$ cat src/sv/scd_pkg.sv
// Shared types and constants for the serial command decoder.
package scd_pkg;

  localparam int GAUGE_COUNT   = 4;
  localparam int DISPLAY_COUNT = 4;
  localparam int DISPLAY_BYTES = 41;
  localparam int MAX_NOTES     = 64;

  localparam int QUEUE_DEPTH = 4;
  localparam int QUEUE_AW    = $clog2(QUEUE_DEPTH);
  localparam int CFG_AW      = 3;

  // Register indexes on the configuration port
  localparam logic [CFG_AW-1:0] REG_CODE_GAUGE   = 3'd0;
  localparam logic [CFG_AW-1:0] REG_CODE_BRIGHT  = 3'd1;
  localparam logic [CFG_AW-1:0] REG_CODE_DISPLAY = 3'd2;
  localparam logic [CFG_AW-1:0] REG_CODE_AUDIO   = 3'd3;
  localparam logic [CFG_AW-1:0] REG_CODE_FLUSH   = 3'd4;
  localparam logic [CFG_AW-1:0] REG_REPLY_ACK    = 3'd5;
  localparam logic [CFG_AW-1:0] REG_REPLY_BAD    = 3'd6;

  // Result kinds
  localparam logic [2:0] KIND_GAUGE   = 3'd0;
  localparam logic [2:0] KIND_BRIGHT  = 3'd1;
  localparam logic [2:0] KIND_DISPLAY = 3'd2;
  localparam logic [2:0] KIND_NOTE    = 3'd3;
  localparam logic [2:0] KIND_LENGTH  = 3'd4;
  localparam logic [2:0] KIND_REPLY   = 3'd5;

  typedef enum logic [2:0] {
    PH_IDLE = 3'd0,
    PH_ARG  = 3'd1,
    PH_DATA = 3'd2,
    PH_LOW  = 3'd3,
    PH_SKIP = 3'd4
  } phase_t;

  typedef enum logic [2:0] {
    CMD_NONE    = 3'd0,
    CMD_GAUGE   = 3'd1,
    CMD_BRIGHT  = 3'd2,
    CMD_DISPLAY = 3'd3,
    CMD_AUDIO   = 3'd4
  } cmd_t;

  typedef struct packed {
    logic [7:0] code_gauge;
    logic [7:0] code_bright;
    logic [7:0] code_display;
    logic [7:0] code_audio;
    logic [7:0] code_flush;
    logic [7:0] reply_flush_ack;
    logic [7:0] reply_audio_bad;
  } cfg_t;

  typedef struct packed {
    logic [2:0]  write_kind;
    logic [1:0]  unit;
    logic [5:0]  slot;
    logic [15:0] payload;
    logic        last_of_run;
  } result_t;

endpackage

$ cat src/sv/serial_command_decoder.sv
// Top level of the serial command decoder: code registers, parser and result queue.
//
//   channel   signals                                       direction
//   in        in_valid, in_ready, rx_byte                   into block
//   out       out_valid, out_ready, write_kind, unit,       out of block
//             slot, payload, last_of_run
//   cfg       cfg_valid, cfg_ready, cfg_index, cfg_data     into block
//
// One received byte is taken per cycle while in_ready is high; its results
// are registered in a four-entry queue before they reach the output.
// The output delivers one result per cycle while out_ready is high, so a byte
// that ends an audio command (note plus length) yields two results.
// in_ready drops while the queue holds more than two results.
// Reset is synchronous; it restores the code registers and returns to idle.
module serial_command_decoder (
  input  logic                       clk,
  input  logic                       rst,
  input  logic                       in_valid,
  output logic                       in_ready,
  input  logic [7:0]                 rx_byte,
  output logic                       out_valid,
  input  logic                       out_ready,
  output logic [2:0]                 write_kind,
  output logic [1:0]                 unit,
  output logic [5:0]                 slot,
  output logic [15:0]                payload,
  output logic                       last_of_run,
  input  logic                       cfg_valid,
  output logic                       cfg_ready,
  input  logic [scd_pkg::CFG_AW-1:0] cfg_index,
  input  logic [7:0]                 cfg_data
);

  scd_pkg::cfg_t    cfg;
  scd_pkg::result_t res_first, res_second, head;
  logic [1:0] res_count, push_count;
  logic       take;
  logic       room;

  assign cfg_ready  = 1'b1;
  assign in_ready   = room;
  assign take       = in_valid && room;
  assign push_count = take ? res_count : 2'd0;

  always_ff @(posedge clk) begin
    if (rst) begin
      cfg.code_gauge      <= 8'd1;
      cfg.code_bright     <= 8'd2;
      cfg.code_display    <= 8'd3;
      cfg.code_audio      <= 8'd4;
      cfg.code_flush      <= 8'd5;
      cfg.reply_flush_ack <= 8'd6;
      cfg.reply_audio_bad <= 8'd7;
    end else if (cfg_valid) begin
      case (cfg_index)
        scd_pkg::REG_CODE_GAUGE:   cfg.code_gauge      <= cfg_data;
        scd_pkg::REG_CODE_BRIGHT:  cfg.code_bright     <= cfg_data;
        scd_pkg::REG_CODE_DISPLAY: cfg.code_display    <= cfg_data;
        scd_pkg::REG_CODE_AUDIO:   cfg.code_audio      <= cfg_data;
        scd_pkg::REG_CODE_FLUSH:   cfg.code_flush      <= cfg_data;
        scd_pkg::REG_REPLY_ACK:    cfg.reply_flush_ack <= cfg_data;
        scd_pkg::REG_REPLY_BAD:    cfg.reply_audio_bad <= cfg_data;
        default: ;
      endcase
    end
  end

  scd_parser u_parser (
    .clk        (clk),
    .rst        (rst),
    .take       (take),
    .rx_byte    (rx_byte),
    .cfg        (cfg),
    .res_first  (res_first),
    .res_second (res_second),
    .res_count  (res_count)
  );

  scd_queue u_queue (
    .clk         (clk),
    .rst         (rst),
    .push_count  (push_count),
    .push_first  (res_first),
    .push_second (res_second),
    .room        (room),
    .head_valid  (out_valid),
    .head_ready  (out_ready),
    .head        (head)
  );

  assign write_kind  = head.write_kind;
  assign unit        = head.unit;
  assign slot        = head.slot;
  assign payload     = head.payload;
  assign last_of_run = head.last_of_run;

endmodule

$ cat src/sv/scd_parser.sv
// Frame parser: command state and the results caused by each received byte.
module scd_parser (
  input  logic                  clk,
  input  logic                  rst,
  input  logic                  take,
  input  logic [7:0]            rx_byte,
  input  scd_pkg::cfg_t         cfg,
  output scd_pkg::result_t      res_first,
  output scd_pkg::result_t      res_second,
  output logic [1:0]            res_count
);

  scd_pkg::phase_t phase, phase_next;
  scd_pkg::cmd_t   command, command_next;
  logic [7:0] target_index, target_index_next;
  logic [5:0] byte_position, byte_position_next;
  logic [5:0] note_total, note_total_next;
  logic [8:0] skip_remaining, skip_remaining_next;
  logic [7:0] note_high_hold, note_high_hold_next;

  logic [5:0] pos_inc;
  logic [8:0] skip_dec;
  logic       audio_big;
  logic       display_end;
  logic       note_end;
  logic       gauge_ok;
  logic       display_ok;

  assign pos_inc     = byte_position + 6'd1;
  assign skip_dec    = (skip_remaining != 9'd0) ? skip_remaining - 9'd1 : 9'd0;
  assign audio_big   = rx_byte >= 8'(scd_pkg::MAX_NOTES);
  assign display_end = ({1'b0, pos_inc} >= 7'(scd_pkg::DISPLAY_BYTES)) || (pos_inc == 6'd0);
  assign note_end    = (pos_inc >= note_total) || (pos_inc == 6'd0);
  assign gauge_ok    = target_index < 8'(scd_pkg::GAUGE_COUNT);
  assign display_ok  = target_index < 8'(scd_pkg::DISPLAY_COUNT);

  always_comb begin
    phase_next          = phase;
    command_next        = command;
    target_index_next   = target_index;
    byte_position_next  = byte_position;
    note_total_next     = note_total;
    skip_remaining_next = skip_remaining;
    note_high_hold_next = note_high_hold;
    case (phase)
      scd_pkg::PH_ARG: begin
        if (command == scd_pkg::CMD_AUDIO) begin
          if (audio_big) begin
            skip_remaining_next = {rx_byte, 1'b0};
            if ({rx_byte, 1'b0} == 9'd0) begin
              phase_next   = scd_pkg::PH_IDLE;
              command_next = scd_pkg::CMD_NONE;
            end else begin
              phase_next = scd_pkg::PH_SKIP;
            end
          end else if (rx_byte == 8'd0) begin
            phase_next   = scd_pkg::PH_IDLE;
            command_next = scd_pkg::CMD_NONE;
          end else begin
            note_total_next    = rx_byte[5:0];
            byte_position_next = 6'd0;
            phase_next         = scd_pkg::PH_DATA;
          end
        end else if (command == scd_pkg::CMD_GAUGE || command == scd_pkg::CMD_DISPLAY) begin
          target_index_next  = rx_byte;
          byte_position_next = 6'd0;
          phase_next         = scd_pkg::PH_DATA;
        end else begin
          phase_next   = scd_pkg::PH_IDLE;
          command_next = scd_pkg::CMD_NONE;
        end
      end
      scd_pkg::PH_DATA: begin
        if (command == scd_pkg::CMD_DISPLAY) begin
          byte_position_next = pos_inc;
          if (display_end) begin
            phase_next   = scd_pkg::PH_IDLE;
            command_next = scd_pkg::CMD_NONE;
          end
        end else if (command == scd_pkg::CMD_AUDIO) begin
          note_high_hold_next = rx_byte;
          phase_next          = scd_pkg::PH_LOW;
        end else begin
          phase_next   = scd_pkg::PH_IDLE;
          command_next = scd_pkg::CMD_NONE;
        end
      end
      scd_pkg::PH_LOW: begin
        byte_position_next = pos_inc;
        if (note_end) begin
          phase_next   = scd_pkg::PH_IDLE;
          command_next = scd_pkg::CMD_NONE;
        end else begin
          phase_next = scd_pkg::PH_DATA;
        end
      end
      scd_pkg::PH_SKIP: begin
        skip_remaining_next = skip_dec;
        if (skip_dec == 9'd0) begin
          phase_next   = scd_pkg::PH_IDLE;
          command_next = scd_pkg::CMD_NONE;
        end
      end
      default: begin
        // Idle, and any code that means nothing, looks for a command byte
        phase_next   = scd_pkg::PH_IDLE;
        command_next = scd_pkg::CMD_NONE;
        if (rx_byte == cfg.code_gauge) begin
          command_next = scd_pkg::CMD_GAUGE;
          phase_next   = scd_pkg::PH_ARG;
        end else if (rx_byte == cfg.code_bright) begin
          command_next = scd_pkg::CMD_BRIGHT;
          phase_next   = scd_pkg::PH_DATA;
        end else if (rx_byte == cfg.code_display) begin
          command_next = scd_pkg::CMD_DISPLAY;
          phase_next   = scd_pkg::PH_ARG;
        end else if (rx_byte == cfg.code_audio) begin
          command_next = scd_pkg::CMD_AUDIO;
          phase_next   = scd_pkg::PH_ARG;
        end
      end
    endcase
  end

  always_comb begin
    res_first  = '0;
    res_second = '0;
    res_count  = 2'd0;
    case (phase)
      scd_pkg::PH_ARG: begin
        if (command == scd_pkg::CMD_AUDIO) begin
          if (audio_big) begin
            res_first.write_kind  = scd_pkg::KIND_REPLY;
            res_first.payload     = {8'd0, cfg.reply_audio_bad};
            res_first.last_of_run = 1'b1;
            res_count             = 2'd1;
          end else if (rx_byte == 8'd0) begin
            res_first.write_kind  = scd_pkg::KIND_LENGTH;
            res_first.last_of_run = 1'b1;
            res_count             = 2'd1;
          end
        end
      end
      scd_pkg::PH_DATA: begin
        if (command == scd_pkg::CMD_GAUGE) begin
          if (gauge_ok) begin
            res_first.write_kind  = scd_pkg::KIND_GAUGE;
            res_first.unit        = target_index[1:0];
            res_first.payload     = {8'd0, rx_byte};
            res_first.last_of_run = 1'b1;
            res_count             = 2'd1;
          end
        end else if (command == scd_pkg::CMD_BRIGHT) begin
          res_first.write_kind  = scd_pkg::KIND_BRIGHT;
          res_first.payload     = {8'd0, rx_byte};
          res_first.last_of_run = 1'b1;
          res_count             = 2'd1;
        end else if (command == scd_pkg::CMD_DISPLAY) begin
          if (display_ok) begin
            res_first.write_kind  = scd_pkg::KIND_DISPLAY;
            res_first.unit        = target_index[1:0];
            res_first.slot        = byte_position;
            res_first.payload     = {8'd0, rx_byte};
            res_first.last_of_run = 1'b1;
            res_count             = 2'd1;
          end
        end
      end
      scd_pkg::PH_LOW: begin
        res_first.write_kind = scd_pkg::KIND_NOTE;
        res_first.slot       = byte_position;
        res_first.payload    = {note_high_hold, rx_byte};
        if (note_end) begin
          // Final note: follow with the length write
          res_second.write_kind  = scd_pkg::KIND_LENGTH;
          res_second.payload     = {10'd0, note_total};
          res_second.last_of_run = 1'b1;
          res_count              = 2'd2;
        end else begin
          res_first.last_of_run = 1'b1;
          res_count             = 2'd1;
        end
      end
      scd_pkg::PH_SKIP: begin
        res_count = 2'd0;
      end
      default: begin
        if (rx_byte != cfg.code_gauge && rx_byte != cfg.code_bright &&
            rx_byte != cfg.code_display && rx_byte != cfg.code_audio &&
            rx_byte == cfg.code_flush) begin
          res_first.write_kind  = scd_pkg::KIND_REPLY;
          res_first.payload     = {8'd0, cfg.reply_flush_ack};
          res_first.last_of_run = 1'b1;
          res_count             = 2'd1;
        end
      end
    endcase
  end

  always_ff @(posedge clk) begin
    if (rst) begin
      phase          <= scd_pkg::PH_IDLE;
      command        <= scd_pkg::CMD_NONE;
      target_index   <= 8'd0;
      byte_position  <= 6'd0;
      note_total     <= 6'd0;
      skip_remaining <= 9'd0;
      note_high_hold <= 8'd0;
    end else if (take) begin
      phase          <= phase_next;
      command        <= command_next;
      target_index   <= target_index_next;
      byte_position  <= byte_position_next;
      note_total     <= note_total_next;
      skip_remaining <= skip_remaining_next;
      note_high_hold <= note_high_hold_next;
    end
  end

endmodule

$ cat src/sv/scd_queue.sv
// Result queue: takes up to two results per cycle, delivers one per cycle while head_ready is high.
module scd_queue (
  input  logic              clk,
  input  logic              rst,
  input  logic [1:0]        push_count,
  input  scd_pkg::result_t  push_first,
  input  scd_pkg::result_t  push_second,
  output logic              room,
  output logic              head_valid,
  input  logic              head_ready,
  output scd_pkg::result_t  head
);

  localparam int CW = scd_pkg::QUEUE_AW + 1;

  scd_pkg::result_t entries [scd_pkg::QUEUE_DEPTH];
  logic [scd_pkg::QUEUE_AW-1:0] wr_ptr, wr_ptr_next;
  logic [scd_pkg::QUEUE_AW-1:0] rd_ptr, rd_ptr_next;
  logic [scd_pkg::QUEUE_AW-1:0] wr_ptr_second;
  logic [CW-1:0] fill, fill_next;
  logic pop;

  assign head_valid    = fill != '0;
  assign head          = entries[rd_ptr];
  assign pop           = head_valid && head_ready;
  // keep space for a two-result word
  assign room          = fill <= CW'(scd_pkg::QUEUE_DEPTH - 2);
  assign wr_ptr_second = wr_ptr + 1'b1;
  assign wr_ptr_next   = wr_ptr + scd_pkg::QUEUE_AW'(push_count);
  assign rd_ptr_next   = rd_ptr + scd_pkg::QUEUE_AW'(pop);
  assign fill_next     = fill + CW'(push_count) - CW'(pop);

  always_ff @(posedge clk) begin
    if (push_count != 2'd0) begin
      entries[wr_ptr] <= push_first;
    end
    if (push_count == 2'd2) begin
      entries[wr_ptr_second] <= push_second;
    end
  end

  always_ff @(posedge clk) begin
    if (rst) begin
      wr_ptr <= '0;
      rd_ptr <= '0;
      fill   <= '0;
    end else begin
      wr_ptr <= wr_ptr_next;
      rd_ptr <= rd_ptr_next;
      fill   <= fill_next;
    end
  end

endmodule
$ cat config.mk
export PLATFORM = sky130hd
export DESIGN_NAME = serial_command_decoder
export DESIGN_NICKNAME = d
export VERILOG_FILES = /design/src/sv/scd_pkg.sv /design/src/sv/serial_command_decoder.sv /design/src/sv/scd_parser.sv /design/src/sv/scd_queue.sv
export SDC_FILE = /design/constraint.sdc
export NUM_CORES = 1
export LEC_CHECK = 0
export ABC_AREA = 0
export ABC_CLOCK_PERIOD_IN_PS = 7400
export BUFFER_PORTS_ARGS = -buffer_cell sky130_fd_sc_hd__buf_4
export CAP_MARGIN = 20
export CORE_MARGIN = 5
export CORE_UTILIZATION = 35
export CTS_CLUSTER_DIAMETER = 60
export DETAILED_ROUTE_END_ITERATION = 8
export GPL_TIMING_DRIVEN = 0
export PLACE_DENSITY_LB_ADDON = 0.05
export SLEW_MARGIN = 20
export SYNTH_ARGS = -nofsm -noshare
export SYNTH_HDL_FRONTEND = slang
export SYNTH_SLANG_ARGS = --single-unit
$ cat constraint.sdc
create_clock -name clk -period 7.4 [get_ports clk]
set_input_delay 1.11 -clock clk [delete_from_list [all_inputs] [get_ports clk]]
set_output_delay 1.11 -clock clk [all_outputs]
set_load 0.02 [all_outputs]
After elaboration in Yosys (flattened, before gate mapping). Memories as Yosys holds them, arrays and structs flattened. A register that Yosys moved wholly into a read port is not among the register bits. Cells that the tools add are included.

Magnitude comparators: 5. Add/sub/neg operators: 7. $mul: 0. Bitwise gates (word level): 4. Reduce and logical (&&, ||, !) cells: 32. Muxes and demuxes: 80. Div/mod/pow operators: 0. Eq/ne operators: 36. Shifts and indexed selects: 0.

Operators with widths (number): $mux 3 (26); $mux 17 (4); $pmux 17 s4 (1); $mux 9 (5); $eq 8x8->1 (5); $mux 6 (6); $pmux 3 s4 (3); $ne 8x8->1 (4); $mux 28 (1); $mux 27 (1); $mux 2 (12); $eq 3x2->1 const B (6); $pmux 6 s3 (1); $pmux 9 s2 (1); $mux 8 (2); $eq 3x3->1 const B (5); $reduce_and 2->1 (7); $mux 1 (13); $ne 3x3->1 const B (4); $pmux 6 s2 (1); $reduce_and 4->1 (3); $ne 2x1->1 const B (5); $eq 3x1->1 const B (3); $logic_not 9->1 (1); 31 further kinds (44).

ROM bits: 0. Output and inout bits: 31. Input bits: 24. Memories: 1. Register bits: 106. Bits in latches: 0. Bits in writable memories: 112.

Memories: u_queue.entries (words 4, width 28, rd ports 1, clocked after memory_dff 1, wr ports 2, RTL line scd_queue.sv:16) `scd_pkg::result_t entries [scd_pkg::QUEUE_DEPTH];`.

Logic depth before layout (Yosys ltp). Gate-level depths: netlist of the first run.

Depth in word-level cells: 11. Gate-level depth with buffers: 17. Mapped depth without buffers: 14.

By module. From an unflattened synthesis of the first run, not the netlist that was laid out.

Cells, all modules: 1004. Area, all modules: 11808.8 um^2.

By module, submodules not included: scd_queue (area an instance 5972.0 um^2, sequential area each 3503.4 um^2, instances 1, cells an instance 315); scd_parser (area an instance 3585.9 um^2, sequential area each 860.8 um^2, instances 1, cells an instance 482); serial_command_decoder (area an instance 2250.9 um^2, sequential area each 1121.1 um^2, instances 1, cells an instance 207).

Least setup slack after synthesis of the first run. OpenSTA, ideal clock, no wires.

Kind: input to register. Start: in rx_byte[4]. End: reg u_queue.fill[2]. Stages: 11. Library setup time: 128 ps. Path slack: 3777 ps. Required time: 7272 ps. Path buffers: 1. Arrival: 3495 ps. Cells stage by stage: buf_4 xor2_1 nor4_1 a21o_1 o41ai_4 a311oi_1 nor2_1 ha_1 fa_1 xnor2_1 nor2_1.

Cells in the longest elaborated chain, start to end: 10.

Ends and longest elaborated chain: start, declared (RTL line serial_command_decoder.sv:20) `input logic [7:0] rx_byte,`; parallel branches: the longest is 6 deep, another holds $ge 8x7->1; $pmux 2 s4 (*) (RTL line scd_parser.sv:129) `case (phase)`; $mux 2 (*) (RTL line serial_command_decoder.sv:43) `assign push_count = take ? res_count : 2'd0;`; $add 3x2->3 (*) (RTL line scd_queue.sv:31) `assign fill_next = fill + CW'(push_count) - CW'(pop);`; $sub 3x1->3 (*) (RTL line scd_queue.sv:31); end signal, assigned (RTL line scd_queue.sv:50) `fill <= fill_next;`; end, declared (RTL line scd_queue.sv:20) `logic [CW-1:0] fill, fill_next;`.

Every way passes the cells marked *. A chain may end at the register's enable or synchronous reset.

Worst setup path after layout of the first run.
Start: in rx_byte[0]. End: reg u_queue.fill[2].

Same word-level chain as after synthesis.

==> flow_metrics.py, run 1 <==
metrics = {
    "final_layout": {
        "layout_common_cells": "dfxtp_1, nand2_1, a21oi_1",
        "area_delta_synth_final_pct": 17.0,
        "final_common_cell": "dfxtp_1",
        "drive_gt1_share_pct": 13.4,
        "final_nets": 1340,
        "design_area_mm2": 0.0129,
        "postLayoutCoreUtil_pct": 41.1,
        "n_antenna_cell": 0,
    },
    "floorplanning": {
        "rows": 65,
        "die_h_um": 187,
        "die_area_mm2": 0.0351,
        "pin_count": 55,
        "initial_utilization_pct": 35.2,
        "core-area_mm2": 0.0313,
        "die_x_um": 187,
    },
    "global_route": {
        "overflow": 0,
        "grt_pass1_wl_um": 59300,
        "grt.total_usage_pct": 21.4,
        "antenna_found_initial": 0,
        "grt_pass1_vias": 9739,
        "grt_max_degree": 15,
    },
    "sta": {
        "max_freq_mhz": 230,
        "fin_ws_ps": 3050,
        "finalSetupViolCount": 0,
        "maxSlewHeadroom_pct": 28.6,
        "grt_setup_unrepaired": "false",
        "tns_ps": 0,
        "period_share_pct": 58.8,
        "tightest_slew_ps": 1060,
        "drv_slew": 0,
        "finClkSkew_ps": 18.2,
        "finalHoldViolCount": 0,
        "period_minus_slack_ps": 4350,
    },
    "drt": {
        "post-route-drc-count": 0,
        "drtIter0Drc": 620,
        "routed-via-count": 9823,
        "ant_nets": 0,
        "avgRoutedWirePerCell_um": 22.5,
        "first_pass_iters": 5,
        "viasPerCell": 5.69,
        "wl_um": 38800,
    },
    "setup_path": {
        "crit_path_start_kind": "input pin",
        "critPathKind": "in -> reg",
        "critPathMaxFanout": 10,
        "cp-end-kind": "register",
        "crit_arrival_ps": 4770,
        "crit_required_ps": 7810,
    },
    "cts": {
        "clk_latency_ps": 550,
        "path_clk_slew_ps": 50,
        "numClockSinks": 218,
        "cts_tree": "yes",
        "cts_resized": 0,
        "ctsRootBufferMaster": "clkbuf_16",
        "h-tree-depth": 1,
        "clockBufferDepth": 3,
        "post-cts-setup-buffer-count": 0,
        "cts_hold_buf": 0,
        "numCtsBuffers": 29,
    },
    "synth": {
        "synth_cells": 1216,
        "syn_area_per_cell_um2": 9.05,
        "ys.warnings.count": 0,
        "synth_edf_count": 32,
        "yosysSeqAreaShare_pct": 42.6,
        "ys_async_sr_fraction_pct": 0,
        "mappedNetlistArea_mm2": 0.0110,
        "synth_ff_type": "dfxtp_1",
        "synthesis.nets": 1255,
        "synth-seq-cells": 218,
        "yosys.cell_types.count": 61,
    },
    "place": {
        "dp_slack_ps": 2420,
        "portBuffers": 52,
        "placed_area_mm2": 0.0119,
        "gp_congestion": 0.808,
        "hpwlAfterDp_um": 27900,
    },
    "worst_hold_path": {
        "worstHoldPathType": "reg -> reg",
    },
    "power_and_ir_drop": {
        "power_density_mw_per_mm2": 259,
        "ir_drop_uv": 174,
        "power_leakage_nw": 4.54,
    },
    "run": {
        "max_cap_violations": 0,
    },
    "outcome": {
        "status": "completed",
    },
}
## registers in the layout, summed over array words and instances (netlist names)
name and cells:
u_queue.rd_ptr 2, u_parser.note_total 6, u_queue.wr_ptr 2, cfg 56
u_parser.phase 3, u_parser.byte_position 6, u_parser.skip_remaining 9, u_parser.note_high_hold 8
u_parser.command 3, u_queue.entries 112, u_queue.fill 3, u_parser.target_index 8
## synth_stat cells, drive strengths merged (6+ instances only)
library cell	n	area, µm²
xor2	28	245
a211oi	24	180
and3	13	81.3
o21ai	31	155
nor3	15	80.1
buf	34	195
nor2	61	229
o221ai	6	52.6
inv	19	71.3
edfxtp	32	961
nand4	8	50.1
o22ai	24	150
and2	10	62.6
ha	14	175
xnor2	25	219
mux4	28	631
nor4	11	75.1
nand2b	13	81.3
a222oi	8	80.1
nand3	34	170
nor2b	10	62.6
dfxtp	186	3720
o211ai	132	991
a21oi	139	696
nand2	167	627
mux2i	20	200
clkbuf	64	240
## per-layer routing
metal	up-vias	global-route usage, %	share of wire (%)
met3	46	2.89	4.7
met1	4819	29.9	46
met5	-	0	0
met2	246	35.4	46
met4	0	4.89	2.4
li1	4712	-	-
## power by group
group	switching, W	total [W]	internal [W]
clock	0.000563	0.00140	0.000838
combinational	0.000436	0.000672	0.000236
sequential	0.0000238	0.00126	0.00124
total	0.00102	0.00333	0.00231
## final timing paths
path | start | to | slack (ps) | depth (start not counted)
max | rx_byte[0] | u_queue.fill[2] | 3050 | 12
min | cfg[3] | cfg[3] | 450 | 2
max reg2reg | u_parser.byte_position[0] | u_queue.entries[0][5] | 3080 | 13
min reg2reg | cfg[3] | cfg[3] | 450 | 2
## cell families after synthesis
| logic type | Yosys count | share of synthesized area (%) |
|---|---|---|
| flip-flops | 218 | 42.6 |
| multiplexers | 48 | 7.55 |
| XOR/XNOR | 53 | 4.22 |
| AND/OR/NAND/NOR | 365 | 15.4 |
| AO/OA/AOI/OAI | 399 | 23.8 |
| other | 1 | 0.0341 |
| buffers and inverters | 117 | 4.60 |
| adder cells (fa/ha/maj) | 15 | 1.77 |
## worst max-delay path: stages
cell      delay, ps
buf_4            90
buf_4           240
or4_1           170
nor3_2           80
o311ai_1        880
o41ai_4         340
a311oi_1        780
nor2_1          220
ha_1            260
fa_1            370
xnor2_1         160
nor2_1           50
## layout make-up
type | count | area, µm²
Clock buffer | 35 | 758
Timing Repair Buffer | 54 | 405
Tap cell | 402 | 503
Buffer | 98 | 437
Multi-Input combinational cell | 881 | 5830
Inverter | 19 | 71.3
Sequential cell | 218 | 4680
Clock inverter | 19 | 191
Fill cell | 3161 | 18400
## metrics by stage
stage                     cells  hold slack (ps)  total power [W]
after CTS                  1725              456          0.00337
final                      1726              455          0.00333
after floorplan            1216              436          0.00172
after global placement     1670              443          0.00196
after global routing       1726              479          0.00348
after detailed placement   1671              449          0.00196
Power figures use the tool's default switching activity.
==> run 2: changes to the inputs <==
--- a/config.mk
+++ b/config.mk
@@ -6,7 +6,7 @@
 export NUM_CORES = 1
 export LEC_CHECK = 0
 export ABC_AREA = 0
-export ABC_CLOCK_PERIOD_IN_PS = 7400
+export ABC_CLOCK_PERIOD_IN_PS = 4300
 export BUFFER_PORTS_ARGS = -buffer_cell sky130_fd_sc_hd__buf_4
 export CAP_MARGIN = 20
 export CORE_MARGIN = 5
==> constraint.sdc (replaced) <==
create_clock -name clk -period 4.3 [get_ports clk]
set_input_delay 0.645 -clock clk [delete_from_list [all_inputs] [get_ports clk]]
set_output_delay 0.645 -clock clk [all_outputs]
set_load 0.02 [all_outputs]
==> flow_metrics.py, run 2 (synthesis results as in run 1) <==
metrics = {
    "place": {
        "portBuffers": 52,
        "gp_congestion": 0.808,
        "placed_area_mm2": 0.0119,
        "hpwlAfterDp_um": 27900,
    },
    "final_layout": {
        "reg_top3": "u_queue.entries x112, cfg x56, u_parser.skip_remaining x9",
        "drive_gt1_share_pct": 13.6,
        "fillers": 3161,
        "layout_common_cells": "dfxtp_1, nand2_1, a21oi_1",
        "top_register": "u_queue.entries",
        "design_area_mm2": 0.0129,
        "area_delta_synth_final_pct": 17.0,
        "n_antenna_cell": 0,
        "final_common_cell": "dfxtp_1",
        "largest_reg_flops": 112,
        "register_area_mm2": 0.00468,
        "multi_input_area_mm2": 0.00584,
        "final_nets": 1338,
    },
    "worst_hold_path": {
        "hold_start": "cfg_data[4]",
        "worstHoldPathType": "in -> reg",
        "whs_endpoint": "cfg[52]",
        "min_path_cells": 3,
    },
    "setup_path": {
        "crit_required_ps": 4480,
        "r2r_end": "u_queue.entries[0][0]",
        "reg2reg_slack_ps": 440,
        "worst_r2r_path_depth": 11,
        "max_stage_delay_ps": 500,
        "slowest_stage": "dfxtp_1",
        "crit_arrival_ps": 4040,
        "crit_path_start_kind": "register",
        "cp-end-kind": "register",
        "crit_chain": "ha_1 -> nand3_1 -> xnor2_1 -> ha_1 -> a21o_1 -> a21oi_1 -> o211a_1 -> nor2_1 -> clkbuf_2 -> nand2_1 -> nand2_1",
        "startpoint": "u_parser.byte_position[0]",
        "critical_path.top_delay_family": "simple AND/OR/NAND/NOR gates",
        "path_buf_inv": 1,
        "critPathMaxFanout": 10,
        "reg2reg_from": "u_parser.byte_position[0]",
        "critPathKind": "reg -> reg",
    },
    "cts": {
        "clk_latency_ps": 560,
        "cts_tree": "yes",
        "post-cts-setup-buffer-count": 0,
        "ctsRootBufferMaster": "clkbuf_16",
        "path_clk_slew_ps": 60,
        "clockBufferDepth": 3,
        "numCtsBuffers": 29,
        "numClockSinks": 218,
        "h-tree-depth": 1,
    },
    "drt": {
        "drtIter0Drc": 655,
        "routed-via-count": 9791,
        "post-route-drc-count": 0,
        "wl_um": 38800,
        "viasPerCell": 5.68,
        "ant_nets": 0,
        "avgRoutedWirePerCell_um": 22.5,
        "first_pass_iters": 5,
    },
    "sta": {
        "period_share_pct": 89.8,
        "period_minus_slack_ps": 3860,
        "grt_setup_unrepaired": "false",
        "max_freq_mhz": 259,
        "finClkSkew_ps": 23.4,
        "tightest_slew_ps": 1090,
        "finalSetupViolCount": 0,
        "drv_slew": 0,
        "whs_ps": 408,
        "finalHoldViolCount": 0,
        "maxSlewHeadroom_pct": 26.4,
    },
    "floorplanning": {
        "initial_utilization_pct": 35.2,
        "die_h_um": 187,
        "die_x_um": 187,
        "pin_count": 55,
        "die_area_mm2": 0.0351,
        "core-area_mm2": 0.0313,
        "rows": 65,
    },
    "global_route": {
        "grt_pass1_vias": 9739,
        "antenna_found_initial": 0,
        "grt_max_degree": 15,
        "grt_pass1_wl_um": 59300,
        "grt.total_usage_pct": 21.4,
        "overflow": 0,
    },
    "power_and_ir_drop": {
        "power_density_mw_per_mm2": 445,
        "power_leakage_nw": 4.54,
        "ir_drop_uv": 299,
    },
    "run": {
        "max_cap_violations": 0,
    },
    "outcome": {
        "status": "completed",
    },
}
-- run 2: layout make-up --
type / count / area share, %
buffer: 96 / 3.34
tap: 402 / 3.90
inverter: 19 / 0.554
multi-input combinational: 881 / 45.3
clock buffer: 35 / 5.89
timing repair buffer: 54 / 3.15
sequential: 218 / 36.4
clock inverter: 19 / 1.49
-- run 2: per-stage QoR --
stage                     cells  setup slack, ps  total power, W  setup TNS, ps  util [%]
after floorplan            1216              894         0.00297              0         -
after global placement     1670             -206         0.00337           -368      38.0
after detailed placement   1671             -213         0.00338           -425      38.1
after CTS                  1725             18.4         0.00579              0      41.1
after global routing       1724             99.6         0.00598              0      41.1
final                      1724              437         0.00573              0      41.1
-- run 2: worst register-to-register path, delay by kind of cell (launching register included) --
| kind | cells | cell delay (ps) |
|---|---|---|
| fa+ha+maj | 2 | 680 |
| buf+inv | 1 | 230 |
| compound gates | 3 | 760 |
| flops | 1 | 500 |
| xor+xnor | 1 | 240 |
| simple gates | 4 | 1080 |
-- run 2: worst max path at each step --
stage / end / slack [ps] / depth (start not counted)
after floorplan: u_queue.fill[2] / 890 / 16
after global placement: u_queue.fill[2] / -210 / 12
after detailed placement: u_queue.fill[2] / -210 / 12
after CTS: u_queue.fill[2] / 20 / 14
after global routing: u_queue.fill[2] / 100 / 14
final: u_queue.entries[0][0] / 440 / 11
-- run 2: what timing repair did --
item / 4_1_cts / 5_1_grt
endpoints found under the setup margin: 0 / 20
resized for setup: 0 / 3
hold buffers: 0 / 0
-- run 2: power breakdown --
part	total, W	switching (W)	internal (W)	leakage [nW]
Clock	0.00241	0.000965	0.00144	0.469
Sequential	0.00217	0.0000410	0.00213	1.79
Combinational	0.00116	0.000751	0.000406	2.28
Total	0.00573	0.00176	0.00397	4.54
-- run 2: per-layer routing --
metal  wire length, µm  GRT usage [%]
met1             18000           29.9
met2             18100           35.4
met3              1720           2.89
met4               922           4.89
met5                 0              0
==> run 3: changes to the inputs <==
--- a/config.mk
+++ b/config.mk
@@ -6,10 +6,9 @@
 export NUM_CORES = 1
 export LEC_CHECK = 0
 export ABC_AREA = 0
-export ABC_CLOCK_PERIOD_IN_PS = 4300
+export ABC_CLOCK_PERIOD_IN_PS = 4610
 export BUFFER_PORTS_ARGS = -buffer_cell sky130_fd_sc_hd__buf_4
-export CAP_MARGIN = 20
-export CORE_MARGIN = 5
+export CORE_MARGIN = 1.5
 export CORE_UTILIZATION = 35
 export CTS_CLUSTER_DIAMETER = 60
 export DETAILED_ROUTE_END_ITERATION = 8
==> constraint.sdc (replaced) <==
create_clock -name clk -period 4.61 [get_ports clk]
set_input_delay 0.6915 -clock clk [delete_from_list [all_inputs] [get_ports clk]]
set_output_delay 0.6915 -clock clk [all_outputs]
set_load 0.02 [all_outputs]
==> flow_metrics.py, run 3 (synthesis results as in run 1) <==
metrics = {
    "sta": {
        "drv_slew": 0,
        "period_minus_slack_ps": 4130,
        "period_share_pct": 89.5,
        "finalHoldViolCount": 0,
        "finClkSkew_ps": 21.8,
        "grt_setup_unrepaired": "false",
        "finalSetupViolCount": 0,
        "maxSlewHeadroom_pct": 25.3,
        "tns_ps": 0,
        "max_freq_mhz": 242,
        "tightest_slew_ps": 1120,
    },
    "drt": {
        "wl_um": 38300,
        "avgRoutedWirePerCell_um": 22.3,
        "post-route-drc-count": 5,
        "drtIter0Drc": 803,
        "routed-via-count": 9864,
        "viasPerCell": 5.74,
        "first_pass_iters": 8,
        "ant_nets": 0,
    },
    "setup_path": {
        "critPathMaxFanout": 10,
        "crit_required_ps": 4800,
        "startpoint": "u_parser.byte_position[0]",
        "worst_r2r_path_depth": 13,
        "slowest_stage": "dfxtp_1",
        "cp-end-kind": "register",
        "crit_chain": "ha_1 -> clkbuf_1 -> nand3_1 -> xnor2_1 -> ha_1 -> a21o_1 -> a21oi_1 -> o211a_1 -> clkbuf_1 -> nor2_1 -> clkbuf_2 -> nand2_1 -> nand2_1",
        "critical_path.top_delay_family": "simple AND/OR/NAND/NOR gates",
        "crit_arrival_ps": 4320,
        "reg2reg_from": "u_parser.byte_position[0]",
        "critPathKind": "reg -> reg",
        "crit_path_start_kind": "register",
        "path_buf_inv": 3,
        "max_stage_delay_ps": 510,
        "path_depth": 13,
    },
    "final_layout": {
        "final_nets": 1338,
        "final_common_cell": "dfxtp_1",
        "n_antenna_cell": 0,
        "top_register": "u_queue.entries",
        "reg_top3": "u_queue.entries x112, cfg x56, u_parser.skip_remaining x9",
        "design_area_mm2": 0.0129,
        "drive_gt1_share_pct": 13.5,
        "multi_input_area_mm2": 0.00584,
        "layout_common_cells": "dfxtp_1, nand2_1, a21oi_1",
        "area_delta_synth_final_pct": 17.4,
        "largest_reg_flops": 112,
        "fillers": 3210,
        "register_area_mm2": 0.00468,
    },
    "global_route": {
        "grt_use_met2_pct": 38.3,
        "gr-usage-met1_pct": 32.7,
        "grt_pass1_vias": 9701,
        "grt.total_usage_pct": 23.6,
        "grt_pass1_wl_um": 59500,
        "overflow": 0,
        "grt_max_degree": 15,
        "grt_use_met3_pct": 3.09,
        "grt_busiest_layer": "met2",
        "antenna_found_initial": 0,
    },
    "place": {
        "portBuffers": 52,
        "hpwlAfterDp_um": 27500,
        "gp_congestion": 0.862,
        "placed_area_mm2": 0.0119,
    },
    "floorplanning": {
        "core-area_mm2": 0.0307,
        "die_x_um": 180,
        "initial_utilization_pct": 35.8,
        "rows": 64,
        "pin_count": 55,
        "die_area_mm2": 0.0325,
        "die_h_um": 180,
    },
    "cts": {
        "post-cts-setup-buffer-count": 0,
        "h-tree-depth": 1,
        "clk_latency_ps": 560,
        "cts_hold_buf": 0,
        "cts_tree": "yes",
        "numCtsBuffers": 29,
        "path_clk_slew_ps": 60,
        "ctsRootBufferMaster": "clkbuf_16",
        "clockBufferDepth": 3,
        "numClockSinks": 218,
    },
    "worst_hold_path": {
        "hold_start": "cfg_data[2]",
        "worstHoldPathType": "in -> reg",
        "min_path_cells": 3,
    },
    "power_and_ir_drop": {
        "power_density_mw_per_mm2": 424,
        "ir_drop_uv": 279,
        "power_leakage_nw": 4.55,
    },
    "run": {
        "max_cap_violations": 0,
    },
    "outcome": {
        "status": "finished with violations",
        "violations": "DRC",
    },
}
-- run 3: per-layer routing --
metal	vias to the layer above	share of wire, %
li1	4705	-
met1	4832	46
met2	278	46
met3	49	5.3
met4	0	2.3
met5	-	0
-- run 3: repair_timing --
item	CTS	global route
endpoints found under the setup margin	0	1
endpoints found under the hold margin	0	0
gates resized for setup	0	3
-- run 3: worst paths after layout --
path / endpoint / slack (ps)
worst max-delay path: u_queue.entries[0][27] / 480
worst min-delay path: cfg[18] / 440
worst max register to register: u_queue.entries[0][27] / 480
worst min register to register: cfg[7] / 460
-- run 3: power breakdown --
part | internal [W] | total [W] | switching, W
registers | 0.00198 | 0.00202 | 0.0000364
clock network | 0.00144 | 0.00237 | 0.000933
logic | 0.000378 | 0.00109 | 0.000713
-- run 3: worst reg2reg max path, stage by stage (launching register included) --
cell and delay, ps:
dfxtp_1 510, ha_1 200, clkbuf_1 300, nand3_1 220
xnor2_1 190, ha_1 320, a21o_1 160, a21oi_1 130
o211a_1 140, clkbuf_1 400, nor2_1 160, clkbuf_2 250
nand2_1 390, nand2_1 390
-- run 3: cell type report --
class                      count  area share (%)
tap                          396            3.83
sequential                   218            36.2
clock buffer                  36            6.05
timing repair buffer          52            3.02
inverter                      19           0.552
clock inverter                18            1.75
multi-input combinational    881            45.2
buffer                        98            3.39
-- run 3: through the flow --
| step | hold slack (ps) | utilization, % | total power, W | setup WS (ps) | std cells |
|---|---|---|---|---|---|
| after floorplan | 436 | - | 0.00277 | 1200 | 1216 |
| after global placement | 447 | 38.7 | 0.00315 | 255 | 1664 |
| after detailed placement | 451 | 38.7 | 0.00315 | 206 | 1664 |
| after CTS | 429 | 42.0 | 0.00553 | 319 | 1718 |
| after global routing | 438 | 42.0 | 0.00571 | 110 | 1718 |
| final | 443 | 42.0 | 0.00548 | 485 | 1718 |
